`src/rtl/pdce_pkg.sv`:
```
// Shared types and constants of the pixel to draw-command encoder.
// No dependencies; imported by every module of the block.
`default_nettype none

package pdce_pkg;

  // Coordinate width default and the widest coordinate the design supports.
  localparam int COORD_BITS_DEF = 8;
  localparam int COORD_BITS_MAX = 12;
  // A difference of two widest coordinates with sign and margin.
  localparam int DIFF_BITS = COORD_BITS_MAX + 2;
  // Depth of the job queue between front and back.
  localparam int Q_DEPTH = 2;

  // Command opcodes in bits 7..6 of a command word.
  typedef enum logic [1:0] {
    OPC_DX   = 2'd0,
    OPC_DY   = 2'd1,
    OPC_TOOL = 2'd2,
    OPC_DATA = 2'd3
  } opc_t;

  // Tool operands.
  localparam logic [5:0] TOOL_COLOUR  = 6'd3;
  localparam logic [5:0] TOOL_TARGETX = 6'd4;
  localparam logic [5:0] TOOL_TARGETY = 6'd5;

  typedef logic [7:0] cmd_t;

  localparam cmd_t CMD_LAST   = {OPC_DY, 6'd0};
  localparam cmd_t CMD_COLOUR = {OPC_TOOL, TOOL_COLOUR};

  // Up to three prepared command words for one axis move.
  typedef struct packed {
    logic [1:0]     cnt;
    cmd_t [2:0]     cmd;
  } axis_job_t;

  // Everything the back end needs to emit the words of one pixel.
  typedef struct packed {
    axis_job_t  y;
    axis_job_t  x;
    logic [2:0] g_cnt;
    logic [7:0] grey;
  } pixel_job_t;

endpackage

`default_nettype wire

```
`src/rtl/pdce_front.sv`:
```
// Front end: accepts pixels, tracks pen position and grey level, and plans the moves.
// Depends on pdce_pkg.
`default_nettype none

module pdce_front
  import pdce_pkg::*;
#(
  parameter int COORD_BITS = COORD_BITS_DEF
) (
  input  wire logic       clk,
  input  wire logic       rst_n,
  input  wire logic       in_valid,
  output logic            in_ready,
  input  wire logic [7:0] in_x,
  input  wire logic [7:0] in_y,
  input  wire logic [7:0] in_colour,
  input  wire logic       q_full,
  output logic            push,
  output pixel_job_t      job
);

  localparam int IN_BITS = (COORD_BITS > 8) ? COORD_BITS : 8;

  logic [COORD_BITS-1:0] tx_r, tx_nxt;
  logic [COORD_BITS-1:0] ty_r, ty_nxt;
  logic [7:0]            grey_r, grey_nxt;
  logic [IN_BITS-1:0]    x_ext, y_ext;
  logic [COORD_BITS-1:0] want_x, want_y;

  // Plan the words that move one axis from cur to want.
  function automatic axis_job_t axis_plan(
    input logic [COORD_BITS_MAX-1:0] want,
    input logic [COORD_BITS_MAX-1:0] cur,
    input opc_t                      opc,
    input logic [5:0]                tool
  );
    logic signed [DIFF_BITS-1:0] d;
    logic [5:0]                  first;
    axis_job_t                   j;
    j     = '0;
    d     = $signed({2'b00, want}) - $signed({2'b00, cur});
    first = d[DIFF_BITS-1] ? 6'h20 : 6'h1f;
    if (d == '0) begin
      j.cnt = 2'd0;
    end else if (d >= -32 && d <= 31) begin
      j.cnt    = 2'd1;
      j.cmd[0] = {opc, d[5:0]};
    end else if (d >= -64 && d <= 62) begin
      j.cnt    = 2'd2;
      j.cmd[0] = {opc, first};
      j.cmd[1] = {opc, d[5:0] - first};
    end else if (want == '0) begin
      j.cnt    = 2'd1;
      j.cmd[0] = {OPC_TOOL, tool};
    end else if (want[COORD_BITS_MAX-1:6] == '0) begin
      j.cnt    = 2'd2;
      j.cmd[0] = {OPC_DATA, want[5:0]};
      j.cmd[1] = {OPC_TOOL, tool};
    end else begin
      j.cnt    = 2'd3;
      j.cmd[0] = {OPC_DATA, want[COORD_BITS_MAX-1:6]};
      j.cmd[1] = {OPC_DATA, want[5:0]};
      j.cmd[2] = {OPC_TOOL, tool};
    end
    return j;
  endfunction

  // Coordinates are taken modulo the coordinate width.
  assign x_ext  = IN_BITS'(in_x);
  assign y_ext  = IN_BITS'(in_y);
  assign want_x = x_ext[COORD_BITS-1:0];
  assign want_y = y_ext[COORD_BITS-1:0];

  assign in_ready = !q_full;
  assign push     = in_valid && in_ready;

  // Classify the pixel against the current pen state.
  always_comb begin
    job.y    = axis_plan(COORD_BITS_MAX'(want_y), COORD_BITS_MAX'(ty_r), OPC_DY, TOOL_TARGETY);
    job.x    = axis_plan(COORD_BITS_MAX'(want_x), COORD_BITS_MAX'(tx_r), OPC_DX, TOOL_TARGETX);
    job.grey = in_colour;
    // The grey word c,c,c,ff needs two chunks for black, else five or six.
    if (grey_r == in_colour) begin
      job.g_cnt = 3'd0;
    end else if (in_colour == 8'd0) begin
      job.g_cnt = 3'd2;
    end else if (in_colour[7:6] != 2'b00) begin
      job.g_cnt = 3'd6;
    end else begin
      job.g_cnt = 3'd5;
    end
  end

  // Every move lands exactly on the wanted pixel, so the state follows the input.
  always_comb begin
    tx_nxt   = tx_r;
    ty_nxt   = ty_r;
    grey_nxt = grey_r;
    if (push) begin
      tx_nxt   = want_x;
      ty_nxt   = want_y;
      grey_nxt = in_colour;
    end
  end

  always_ff @(posedge clk) begin
    if (!rst_n) begin
      tx_r   <= '0;
      ty_r   <= '0;
      grey_r <= 8'hff;
    end else begin
      tx_r   <= tx_nxt;
      ty_r   <= ty_nxt;
      grey_r <= grey_nxt;
    end
  end

endmodule

`default_nettype wire

```
`src/rtl/pdce_queue.sv`:
```
// Short job queue between the front and back ends.
// Depends on pdce_pkg.
`default_nettype none

module pdce_queue
  import pdce_pkg::*;
(
  input  wire logic        clk,
  input  wire logic        rst_n,
  input  wire logic        push,
  input  pixel_job_t       push_job,
  output logic             full,
  input  wire logic        pop,
  output logic             head_valid,
  output pixel_job_t       head_job
);

  localparam int PTR_BITS = (Q_DEPTH > 1) ? $clog2(Q_DEPTH) : 1;
  localparam int CNT_BITS = $clog2(Q_DEPTH + 1);

  pixel_job_t            entry_r [Q_DEPTH];
  logic [PTR_BITS-1:0]   wr_ptr_r, wr_ptr_nxt;
  logic [PTR_BITS-1:0]   rd_ptr_r, rd_ptr_nxt;
  logic [CNT_BITS-1:0]   count_r, count_nxt;

  assign full       = (count_r == CNT_BITS'(Q_DEPTH));
  assign head_valid = (count_r != '0);
  assign head_job   = entry_r[rd_ptr_r];

  // Pointer and fill count updates.
  always_comb begin
    wr_ptr_nxt = wr_ptr_r;
    rd_ptr_nxt = rd_ptr_r;
    count_nxt  = count_r;
    if (push) begin
      wr_ptr_nxt = (wr_ptr_r == PTR_BITS'(Q_DEPTH - 1)) ? '0 : wr_ptr_r + 1'b1;
    end
    if (pop) begin
      rd_ptr_nxt = (rd_ptr_r == PTR_BITS'(Q_DEPTH - 1)) ? '0 : rd_ptr_r + 1'b1;
    end
    if (push && !pop) begin
      count_nxt = count_r + 1'b1;
    end else if (pop && !push) begin
      count_nxt = count_r - 1'b1;
    end
  end

  always_ff @(posedge clk) begin
    if (!rst_n) begin
      wr_ptr_r <= '0;
      rd_ptr_r <= '0;
      count_r  <= '0;
    end else begin
      wr_ptr_r <= wr_ptr_nxt;
      rd_ptr_r <= rd_ptr_nxt;
      count_r  <= count_nxt;
    end
  end

  // Job storage needs no reset.
  always_ff @(posedge clk) begin
    if (push) begin
      entry_r[wr_ptr_r] <= push_job;
    end
  end

endmodule

`default_nettype wire

```
`src/rtl/pdce_back.sv`:
```
// Back end: walks the head job and sends one command word per cycle unless stalled.
// Depends on pdce_pkg.
`default_nettype none

module pdce_back
  import pdce_pkg::*;
(
  input  wire logic        clk,
  input  wire logic        rst_n,
  input  wire logic        head_valid,
  input  pixel_job_t       head_job,
  output logic             pop,
  output logic             out_valid,
  input  wire logic        out_ready,
  output logic [7:0]       out_op_byte,
  output logic             out_last
);

  typedef enum logic [4:0] {
    PH_Y   = 5'b00001,
    PH_X   = 5'b00010,
    PH_G   = 5'b00100,
    PH_COL = 5'b01000,
    PH_END = 5'b10000
  } phase_t;

  phase_t      phase_r, phase_nxt;
  phase_t      eff;
  logic [2:0]  idx_r, idx_nxt;
  logic [2:0]  cnt;
  logic [2:0]  chunk;
  logic [35:0] gval;
  logic        emit;
  cmd_t        cmd;
  logic        out_valid_r, out_valid_nxt;
  cmd_t        out_op_byte_r, out_op_byte_nxt;
  logic        out_last_r, out_last_nxt;

  // Skip the phases that have nothing to send for this pixel.
  always_comb begin
    case (phase_r)
      PH_Y: begin
        if (head_job.y.cnt != 2'd0) begin
          eff = PH_Y;
        end else if (head_job.x.cnt != 2'd0) begin
          eff = PH_X;
        end else if (head_job.g_cnt != 3'd0) begin
          eff = PH_G;
        end else begin
          eff = PH_END;
        end
      end
      PH_X: begin
        if (head_job.x.cnt != 2'd0) begin
          eff = PH_X;
        end else if (head_job.g_cnt != 3'd0) begin
          eff = PH_G;
        end else begin
          eff = PH_END;
        end
      end
      PH_G:    eff = (head_job.g_cnt != 3'd0) ? PH_G : PH_END;
      PH_COL:  eff = PH_COL;
      default: eff = PH_END;
    endcase
  end

  // Grey data word, most significant chunk first.
  assign gval  = {4'b0000, head_job.grey, head_job.grey, head_job.grey, 8'hff};
  assign chunk = head_job.g_cnt - 3'd1 - idx_r;

  // Word count of the active phase and the word to send.
  always_comb begin
    case (eff)
      PH_Y: begin
        cnt = 3'(head_job.y.cnt);
        cmd = head_job.y.cmd[idx_r[1:0]];
      end
      PH_X: begin
        cnt = 3'(head_job.x.cnt);
        cmd = head_job.x.cmd[idx_r[1:0]];
      end
      PH_G: begin
        cnt = head_job.g_cnt;
        case (chunk)
          3'd0:    cmd = {OPC_DATA, gval[5:0]};
          3'd1:    cmd = {OPC_DATA, gval[11:6]};
          3'd2:    cmd = {OPC_DATA, gval[17:12]};
          3'd3:    cmd = {OPC_DATA, gval[23:18]};
          3'd4:    cmd = {OPC_DATA, gval[29:24]};
          default: cmd = {OPC_DATA, gval[35:30]};
        endcase
      end
      PH_COL: begin
        cnt = 3'd1;
        cmd = CMD_COLOUR;
      end
      default: begin
        cnt = 3'd1;
        cmd = CMD_LAST;
      end
    endcase
  end

  assign emit = head_valid && (!out_valid_r || out_ready);
  assign pop  = emit && (eff == PH_END);

  // Step through the words of the active phase, then move to the next one.
  always_comb begin
    phase_nxt = phase_r;
    idx_nxt   = idx_r;
    if (emit) begin
      if (idx_r != cnt - 3'd1) begin
        phase_nxt = eff;
        idx_nxt   = idx_r + 3'd1;
      end else begin
        idx_nxt = 3'd0;
        case (eff)
          PH_Y:    phase_nxt = PH_X;
          PH_X:    phase_nxt = PH_G;
          PH_G:    phase_nxt = PH_COL;
          PH_COL:  phase_nxt = PH_END;
          default: phase_nxt = PH_Y;
        endcase
      end
    end
  end

  // Output register: loads a new word whenever a job is waiting and the register is empty or being taken.
  always_comb begin
    out_valid_nxt   = out_valid_r;
    out_op_byte_nxt = out_op_byte_r;
    out_last_nxt    = out_last_r;
    if (emit) begin
      out_valid_nxt   = 1'b1;
      out_op_byte_nxt = cmd;
      out_last_nxt    = (eff == PH_END);
    end else if (out_ready) begin
      out_valid_nxt = 1'b0;
    end
  end

  always_ff @(posedge clk) begin
    if (!rst_n) begin
      phase_r     <= PH_Y;
      idx_r       <= 3'd0;
      out_valid_r <= 1'b0;
    end else begin
      phase_r     <= phase_nxt;
      idx_r       <= idx_nxt;
      out_valid_r <= out_valid_nxt;
    end
  end

  always_ff @(posedge clk) begin
    out_op_byte_r <= out_op_byte_nxt;
    out_last_r    <= out_last_nxt;
  end

  assign out_valid   = out_valid_r;
  assign out_op_byte = out_op_byte_r;
  assign out_last    = out_last_r;

endmodule

`default_nettype wire

```
`src/rtl/pixel_to_draw_command_encoder.sv`:
```
// Pixel to draw-command encoder: each pixel becomes one to fourteen command words.
// Path: each accepted pixel is written into the job queue, and its words then pass through the output register.
// The back-end sequencer sends one command word per cycle while the output is not stalled; a
// two-entry job queue decouples it from the front end.
// Reset (synchronous, active low): pen at 0,0, grey level 255, queue and output empty.
`default_nettype none

module pixel_to_draw_command_encoder
  import pdce_pkg::*;
#(
  parameter int COORD_BITS = COORD_BITS_DEF
) (
  input  wire logic       clk,
  input  wire logic       rst_n,
  input  wire logic       in_valid,
  output logic            in_ready,
  input  wire logic [7:0] in_x,
  input  wire logic [7:0] in_y,
  input  wire logic [7:0] in_colour,
  output logic            out_valid,
  input  wire logic       out_ready,
  output logic [7:0]      out_op_byte,
  output logic            out_last
);

  logic       q_full;
  logic       push;
  logic       pop;
  logic       head_valid;
  pixel_job_t push_job;
  pixel_job_t head_job;

  // Accept and classify pixels.
  pdce_front #(
    .COORD_BITS(COORD_BITS)
  ) u_front (
    .clk       (clk),
    .rst_n     (rst_n),
    .in_valid  (in_valid),
    .in_ready  (in_ready),
    .in_x      (in_x),
    .in_y      (in_y),
    .in_colour (in_colour),
    .q_full    (q_full),
    .push      (push),
    .job       (push_job)
  );

  // Decoupling queue.
  pdce_queue u_queue (
    .clk        (clk),
    .rst_n      (rst_n),
    .push       (push),
    .push_job   (push_job),
    .full       (q_full),
    .pop        (pop),
    .head_valid (head_valid),
    .head_job   (head_job)
  );

  // Send the command words.
  pdce_back u_back (
    .clk         (clk),
    .rst_n       (rst_n),
    .head_valid  (head_valid),
    .head_job    (head_job),
    .pop         (pop),
    .out_valid   (out_valid),
    .out_ready   (out_ready),
    .out_op_byte (out_op_byte),
    .out_last    (out_last)
  );

endmodule

`default_nettype wire

```
`config.mk`:
```
export PLATFORM = sky130hd
export DESIGN_NAME = pixel_to_draw_command_encoder
export DESIGN_NICKNAME = d
export VERILOG_FILES = /design/src/rtl/pdce_pkg.sv /design/src/rtl/pdce_front.sv /design/src/rtl/pdce_queue.sv /design/src/rtl/pdce_back.sv /design/src/rtl/pixel_to_draw_command_encoder.sv
export SDC_FILE = /design/constraint.sdc
export NUM_CORES = 1
export LEC_CHECK = 0
export BUFFER_PORTS_ARGS = -buffer_cell sky130_fd_sc_hd__buf_2
export CORE_MARGIN = 10
export CORE_UTILIZATION = 30
export CTS_BUF_LIST = sky130_fd_sc_hd__clkbuf_16
export CTS_CLUSTER_DIAMETER = 80
export CTS_CLUSTER_SIZE = 40
export DETAILED_ROUTE_END_ITERATION = 8
export HOLD_SLACK_MARGIN = 0.03
export PLACE_DENSITY = 0.53
export SLEW_MARGIN = 25
export SYNTH_ARGS = -nofsm -noshare
export SYNTH_HDL_FRONTEND = slang
export SYNTH_SLANG_ARGS = --single-unit
```
`constraint.sdc`:
```
create_clock -name clk -period 4.45 [get_ports clk]
set_input_delay 0.2225 -clock clk [delete_from_list [all_inputs] [get_ports clk]]
set_output_delay 0.2225 -clock clk [all_outputs]
set_load 0.01 [all_outputs]
```
* Yosys cells after proc, flatten, opt, wreduce, memory -nomap -nowiden *
Memories as Yosys holds them, arrays and structs flattened. A register that Yosys moved wholly into a read port is not among the register bits.
Cells that the tools add are included.

operators by class
  $lt $le $gt $ge = 9
  bitwise operators = 0
  add/subtract/negate cells = 12
  shift-type cells = 0
  multipliers = 0
  reduce and logical (&&, ||, !) cells = 29
  div/mod/pow operators = 0
  equal/unequal tests = 16
  muxes and demuxes = 57

operators by type and width
  cell                                                                                 count
  16-bit two-way mux                                                                   6
  8-bit two-way mux                                                                    10
  24-bit two-way mux                                                                   2
  5-bit one-hot mux with 4 select lines                                                2
  8-bit binary-select mux with 2-bit select                                            2
  8-bit one-hot mux with 4 select lines                                                1
  15-bit two-way mux                                                                   2
  6-bit one-hot mux with 5 select lines                                                1
  14-bit logical NOT                                                                   2
  8-bit logical NOT                                                                    3
  2-bit two-way mux                                                                    11
  5-bit two-way mux                                                                    4
  9-bit by 6-bit greater-or-equal comparator with 1-bit output, second input constant  2
  9-bit by 7-bit greater-or-equal comparator with 1-bit output, second input constant  2
  9-bit by 6-bit less-or-equal comparator with 1-bit output, second input constant     2
  9-bit by 7-bit less-or-equal comparator with 1-bit output, second input constant     2
  8-bit by 8-bit subtractor with 9-bit output                                          2
  6-bit two-way mux                                                                    2
  2-bit nonzero test                                                                   6
  6-bit subtractor                                                                     2
  5-bit by 1-bit equality test with 1-bit output, second input constant                2
  5-bit by 2-bit equality test with 1-bit output, second input constant                2
  5-bit by 3-bit equality test with 1-bit output, second input constant                2
  5-bit by 4-bit equality test with 1-bit output, second input constant                2
  23 further kinds                                                                     49

word-level totals
  word-level logic and storage cells = 135
  memory bits (writable) = 126
  latch bits = 0
  flip-flop bits (word level) = 46
  memories kept = 1
  bits in read-only memories = 0
  bits of input ports = 28

memory list
  name             depth  width  rd ports  clocked after Yosys merged registers in  write ports  RTL line          text
  u_queue.entry_r  2      63     1         1                                        1            pdce_queue.sv:21  pixel_job_t entry_r [Q_DEPTH];

* Depth between registers and ports, before layout *
Gate-level depths: netlist (run 1).

  word-level depth = 10
  mapped depth = 17
  mapped depth without buffers = 17

* Cells and area by module *
Synthesis (run 1) repeated with hierarchy kept, for this count alone.

second synthesis, totals
  cells, all modules = 889
  area, all modules = 9,872.0 µm²

modules (own cells, without submodules)
  module      times used  cells each  area an instance (µm²)
  pdce_queue  1           218         4,789.6
  pdce_front  1           438         3,276.9
  pdce_back   1           233         1,805.5

* Worst setup path after synthesis (run 1) *
OpenSTA, ideal clock, no wires.

  path type = flip-flop to flip-flop
  start = register u_front.ty_r[0]
  end = memory u_queue.entry_r[0][50] in the netlist's numbering, data pin
  slack = 0.986 ns
  buffers on the path = 0
  arrival time = 3.307 ns
  cell stages (with the launch flop) = 17
  required time = 4.293 ns
  period minus slack after synthesis = 3.464 ns
  library setup time = 0.157 ns
  path through = dfxtp_1 > ha_1 > fa_1 > nor2b_1 > o31a_1 > o21a_1 > nor2_1 > o21ai_0 > inv_1 > ha_1 > a21o_1 > a21o_1 > a31oi_1 > xor2_1 > xnor2_1 > o21ai_0 > a21oi_1

RTL lines
  what                      RTL line           text
  start: declaration        pdce_front.sv:25   logic [COORD_BITS-1:0] ty_r, ty_nxt;
  start signal: assignment  pdce_front.sv:113  ty_r <= ty_nxt;
  end: declaration          pdce_queue.sv:21

==> flow_summary.ini, run 1 <==
[sta]
finalHoldViolCount = 0
clock_skew_ns = 0.0169
slew_headroom_pct = 34.6
worstMarginPinSlew_ns = 0.981
rsz0062_at_grt = no
setup_tns_ns = 0
setup_viol = 0
maxClockFrequency_mhz = 251
min_period_over_period_pct = 89.4
slew_viol_final = 0
fin_crit_ns = 3.98

[worst_setup_path]
cp-start-kind = register
path_class = reg2reg
cpMaxStageDelayCell = o21ai_0
worstPathMaxFanout = 6
critPathArrivalTime_ns = 4.24
crit_buf_inv = 1
worstPathRequired_ns = 4.71
end_kind = register
crit_family = compound AO/OA/AOI/OAI gates
path_cells = ha_1 -> fa_1 -> nor2b_1 -> o31a_1 -> o21a_1 -> nor2_1 -> o21ai_0 -> inv_1 -> ha_1 -> a21o_1 -> a21o_1 -> a31oi_1 -> xor2_1 -> xnor2_1 -> o21ai_0 -> a21oi_1
cpPeakStageDelay_ns = 0.44

[route]
dr.pass1.iters = 7
drt_iter0_markers = 329
drcViolationCount = 0
antenna_left = 0
wire_per_inst_um = 16.8
drt-total-wl_um = 18900
via_per_inst = 5.15
dr_total_vias = 5786

[synthesis]
synth_area_sq_mm = 0.00807
synth_edf_count = 103
yosys.cell_types.count = 80
yosysSeqAreaShare_pct = 47.8
syn-num-nets = 800
syn_area_per_cell_sq_um = 10.9
synthCells = 737
synthFlopType = edfxtp_1
ys_ff_latch = 141
yosys_warnings = 0
synth_async_sr_flop_share_pct = 0

[cells_and_area]
final_nets = 839
drive_gt1_share_pct = 16.5
antenna_cells = 0
fill_cells = 2639
syn_to_final_growth_pct = 15.3
stdcell_area_sq_mm = 0.00930

[global_routing]
gr-usage-met3_pct = 2.96
grt.busiest_layer = met2
gr-usage-met2_pct = 17.9
antenna_found_initial = 0
grt_pass1_vias = 5587
grt_usage_pct = 11.5
grt_util_met1_pct = 15.3
grt_pass1_wl_um = 30600
grt_max_degree = 48
grt-ovfl-total = 0

[die]
initial_core_util_pct = 30.7
fp.dieH_um = 184
dieWidth_um = 184
core_sq_mm = 0.0263
rows = 59
io_pins = 39
dieArea_sq_mm = 0.0339

[clock_tree]
clkLatencyLatePin_ns = 0.43
cts_tree = built
cts.path.max_buffers = 2
ctsRootBufferMaster = clkbuf_16
cts_resized = 0
clock-sinks = 141
cts_buffers = 17
cts-htree-levels = 4
cts_setup_buffers = 0
path_clk_slew_ns = 0.07
postCtsHoldBufs = 1

[pwr]
p_leak_nw = 3.40
seqPwrFrac_pct = 31.8
p_int_mw = 3.86
power_switching_share_pct = 37.8
power.density_mw_per_mm2 = 668
p_sw_mw = 2.34
ir_drop_uv = 341
clock_power_share_pct = 24.8
combPwrFrac_pct = 43.4

[placement]
place_area_sq_mm = 0.00865
io_buffers = 38
dp_hpwl_um = 13800
gp_congestion = 0.850

[job]
maxCapViolations = 0

[worst_hold_path]
hp-class = in2reg

[run_status]
outcome = finished clean
[power groups by stage]
stage	Sequential, mW	Clock (mW)	Combinational, mW
after detailed placement	2.00	0	2.70
after CTS	1.98	1.58	2.71
after global placement	2.00	0	2.69
final	1.97	1.54	2.70
after floorplan	1.98	0	2.04
after global routing	2.01	1.64	3.01
[registers in the layout, summed over array words and instances, names as in the netlist, named ones only]
name and flops:
u_back.idx_r 3, u_back.out_last 1, u_back.out_op_byte 8, u_back.out_valid 1
u_back.phase_r 5, u_front.grey_r 8, u_front.tx_r 8, u_front.ty_r 8
u_queue.count_r 2, u_queue.entry_r 94, u_queue.rd_ptr_r 1, u_queue.wr_ptr_r 1
[metrics by stage]
| stage | util (%) | cells | hold slack (ns) | total power, mW | worst slack (ns) |
|---|---|---|---|---|---|
| detailed placement | 32.9 | 1091 | 0.460 | 4.70 | 0.350 |
| CTS | 35.4 | 1124 | 0.0350 | 6.26 | 0.455 |
| global route | 35.4 | 1124 | 0.0455 | 6.66 | 0.239 |
| floorplan | - | 737 | 0.321 | 4.02 | 0.986 |
| global placement | 32.9 | 1091 | 0.454 | 4.69 | 0.509 |
| finish | 35.4 | 1124 | 0.0469 | 6.21 | 0.472 |
[final cells by class]
class	instances	area, sq um	area share [%]
sequential	141	3850	41.5
inverter	38	143	1.53
timing repair buffer	50	295	3.18
multi-input combinational	528	3950	42.4
tap	335	419	4.51
clock buffer	17	425	4.57
clock inverter	15	215	2.31
[cell usage after synthesis (19+ instances only)]
| library cell | n | area share [%] |
|---|---|---|
| nor2_1 | 43 | 2.0 |
| ha_1 | 30 | 4.7 |
| nor3_1 | 22 | 1.4 |
| o21ai_0 | 33 | 2.0 |
| xnor2_1 | 25 | 2.7 |
| inv_1 | 37 | 1.7 |
| clkbuf_1 | 19 | 0.88 |
| edfxtp_1 | 103 | 38 |
| a21oi_1 | 34 | 2.1 |
| nand2_1 | 69 | 3.2 |
| dfxtp_1 | 38 | 9.4 |
| mux2i_1 | 20 | 2.5 |
| nand3_1 | 26 | 1.6 |
[cells in the final DEF, fill, tap and decap left out, drive strengths merged, types with 22 or more instances in the layout]
cell type,synthesis,layout
dfxtp,38,38
o21ai,39,39
nor2,43,43
nand2,69,69
nor3,22,22
inv,38,47
nand3,26,26
a21oi,35,35
ha,30,30
edfxtp,103,103
mux2i,22,22
buf,11,49
xnor2,25,25
[cells by family (layout without fill, tap and decap cells)]
family	count (synthesis)	after routing	synth area share [%]
AOI/OAI and AO/OA	191	191	16.9
and+or+nand+nor	225	225	14.3
adders and majority gates	35	35	5.89
xor gates and xnor gates	34	34	3.69
DFF	141	141	47.8
buffers and inverters	68	120	3.50
muxes	43	43	7.92
[path summary, 6_finish.rpt]
| kind | start | end | slack, ns | cells past startpoint |
|---|---|---|---|---|
| max reg2reg | u_front.ty_r[0] | u_queue.entry_r[1][50] | 0.47 | 16 |
| min | in_colour[0] | u_queue.entry_r[1][0] | 0.05 | 1 |
| max | u_front.ty_r[0] | u_queue.entry_r[1][50] | 0.47 | 16 |
| min reg2reg | u_front.tx_r[3] | u_front.tx_r[3] | 0.47 | 2 |
[layer usage]
metal | wire length (um) | part of all wire [%]
met5 | 0 | 0
met4 | 194 | 1.0
met3 | 921 | 4.9
met2 | 8580 | 45
met1 | 9230 | 49
Note: power is estimated with default switching activity, not from simulation.
==> inputs of run 2 (changes only) <==
- CELL_PAD_IN_SITES_DETAIL_PLACEMENT: default -> 1
- CELL_PAD_IN_SITES_GLOBAL_PLACEMENT: default -> 2
- PLACE_DENSITY: 0.53 -> 0.69
==> run 2 against run 1 <==
- count of clock-buffer cells in the layout grew 2
- global-route usage grew 1.4 points
- critical path type unchanged
- critical path depth is the same
- fmax grew 3.9%
- critical endpoint unchanged
- largest power group unchanged
- setup slack gained 0.15 ns
- clock skew shrank 0.0027 ns
==> flow_summary.ini, run 2 (same netlist as run 1, synthesis figures left out) <==
[run_status]
outcome = finished clean

[sta]
finalHoldViolCount = 0
fin_crit_ns = 3.83
slew_headroom_pct = 46.6
maxClockFrequency_mhz = 261
clock_skew_ns = 0.0142
rsz0062_at_grt = no
min_period_over_period_pct = 86.1
slew_viol_final = 0
setup_viol = 0
worstMarginPinSlew_ns = 0.801
setup_tns_ns = 0

[route]
drt_iter0_markers = 320
via_per_inst = 5.15
drcViolationCount = 0
drt-total-wl_um = 21300
antenna_left = 0
dr_total_vias = 5804
wire_per_inst_um = 18.9
dr.pass1.iters = 4

[die]
io_pins = 39
dieArea_sq_mm = 0.0339
initial_core_util_pct = 30.7
dieWidth_um = 184
fp.dieH_um = 184
rows = 59
core_sq_mm = 0.0263

[worst_hold_path]
min_from = in_colour[2]
min_path_cells = 1
min_delay_worst_endpoint = u_queue.entry_r[1][2]
hp-class = in2reg

[global_routing]
grt.busiest_layer = met2
grt_pass1_wl_um = 34000
grt_util_met1_pct = 16.9
grt_max_degree = 48
antenna_found_initial = 0
grt-ovfl-total = 0
grt_usage_pct = 12.9
grt_pass1_vias = 6043
gr-usage-met2_pct = 20.8
gr-usage-met3_pct = 2.92

[pwr]
p_leak_nw = 3.41
p_sw_mw = 2.37
power_mw = 6.27
power.density_mw_per_mm2 = 673
clock_power_share_pct = 24.4
combPwrFrac_pct = 43.8
p_int_mw = 3.90
power_switching_share_pct = 37.8
seqPwrFrac_pct = 31.8
ir_drop_uv = 283

[cells_and_area]
largest_reg_flops = 94
mostFrequentLayoutCells = 103 x edfxtp_1, 69 x nand2_1, 42 x nor2_1
drive_gt1_share_pct = 16.6
final_nets = 841
largest-register = u_queue.entry_r
fin_util_pct = 35.4
layout_commonest_cell = edfxtp_1
syn_to_final_growth_pct = 15.3
stdcell_area_sq_mm = 0.00930
instances_no_fill = 1127

[clock_tree]
clock-sinks = 141
path_clk_slew_ns = 0.06
cts_setup_buffers = 0
cts_tree = built
clkLatencyLatePin_ns = 0.43
cts-htree-levels = 4
ctsRootBufferMaster = clkbuf_16
cts_buffers = 17
cts.path.max_buffers = 2

[job]
maxCapViolations = 0

[worst_setup_path]
timing.rr.start = u_front.ty_r[0]
timing.rr.end = u_queue.entry_r[1][50]
reg2reg_slack_ns = 0.62
worstPathMaxFanout = 6
cp-start-kind = register
end_kind = register
worstPathRequired_ns = 4.71
path_class = reg2reg
worstRegToRegCells = 16
critPathArrivalTime_ns = 4.09

[placement]
place_area_sq_mm = 0.00865
placed_cells = 1093
io_buffers = 38
dp_hpwl_um = 15200
gp_congestion = 0.778
run 2: changes by cell type in the layout (fill, tap and decap cells not counted), sizes merged:
| cell | previous run | this run |
|---|---|---|
| inv | 47 | 43 |
| buf | 49 | 51 |
| clkbuf | 17 | 19 |
| clkinv | 3 | 5 |
| diode | 0 | 1 |
run 2: through the flow:
stage               setup slack, ns  hold WS [ns]
global route                  0.210        0.0356
global placement              0.376         0.455
detailed placement            0.319         0.461
CTS                           0.429        0.0360
floorplan                     0.986         0.321
finish                        0.620        0.0495
run 2: worst max-delay path, stage by stage, from the launching register on:
cell and delay (ns):
dfxtp_1 0.31, ha_1 0.21, fa_1 0.40, nor2b_1 0.20
o31a_1 0.28, o21a_1 0.21, nor2_1 0.06, o21ai_1 0.31
inv_1 0.19, ha_1 0.30, a21o_1 0.16, a21o_1 0.19
a31oi_1 0.21, xor2_1 0.19, xnor2_1 0.13, o21ai_0 0.10
a21oi_1 0.20
run 2: area by class of cell:
class                   count  area (sq um)
clock buffers              19           475
flip-flops and latches    141          3850
multi-input cells         528          3950
fillers                  2931         17000
repair buffers             52           298
diodes                      1          2.50
well taps                 335           419
clock inverters            13           160
inverters                  38           143
run 2: repair_timing:
action	CTS	global route
endpoints found under the setup margin	0	2
hold buffers	1	0
endpoints found under the hold margin	2	0
gates resized for setup	0	1
run 2: how the worst max path moves through the flow:
stage | start | to | slack [ns] | cells after the start
2_1_floorplan | u_front.ty_r[0] | u_queue.entry_r[0][50] | 0.99 | 16
3_3_place_gp | in_y[0] | u_queue.entry_r[0][50] | 0.38 | 18
3_5_place_dp | in_y[0] | u_queue.entry_r[1][50] | 0.32 | 18
4_1_cts | u_front.ty_r[0] | u_queue.entry_r[1][50] | 0.43 | 16
5_1_grt | u_front.ty_r[0] | u_queue.entry_r[0][50] | 0.21 | 16
6_report | u_front.ty_r[0] | u_queue.entry_r[1][50] | 0.62 | 16
run 2: power groups by stage:
stage / registers, mW / clock network, mW / logic (mW)
6_report: 1.99 / 1.53 / 2.75
5_1_grt: 2.03 / 1.63 / 3.04
4_1_cts: 2.00 / 1.57 / 2.78
3_5_place_dp: 2.02 / 0 / 2.76
3_3_place_gp: 2.01 / 0 / 2.73
2_1_floorplan: 1.98 / 0 / 2.04
run 2: per-layer routing:
layer / wire length, um / vias to the layer above / part of all wire (%)
met5: 0 / - / 0
met4: 218 / 0 / 1.0
met3: 480 / 11 / 2.3
met2: 10200 / 52 / 48
met1: 10400 / 2886 / 49
li1: - / 2855 / -
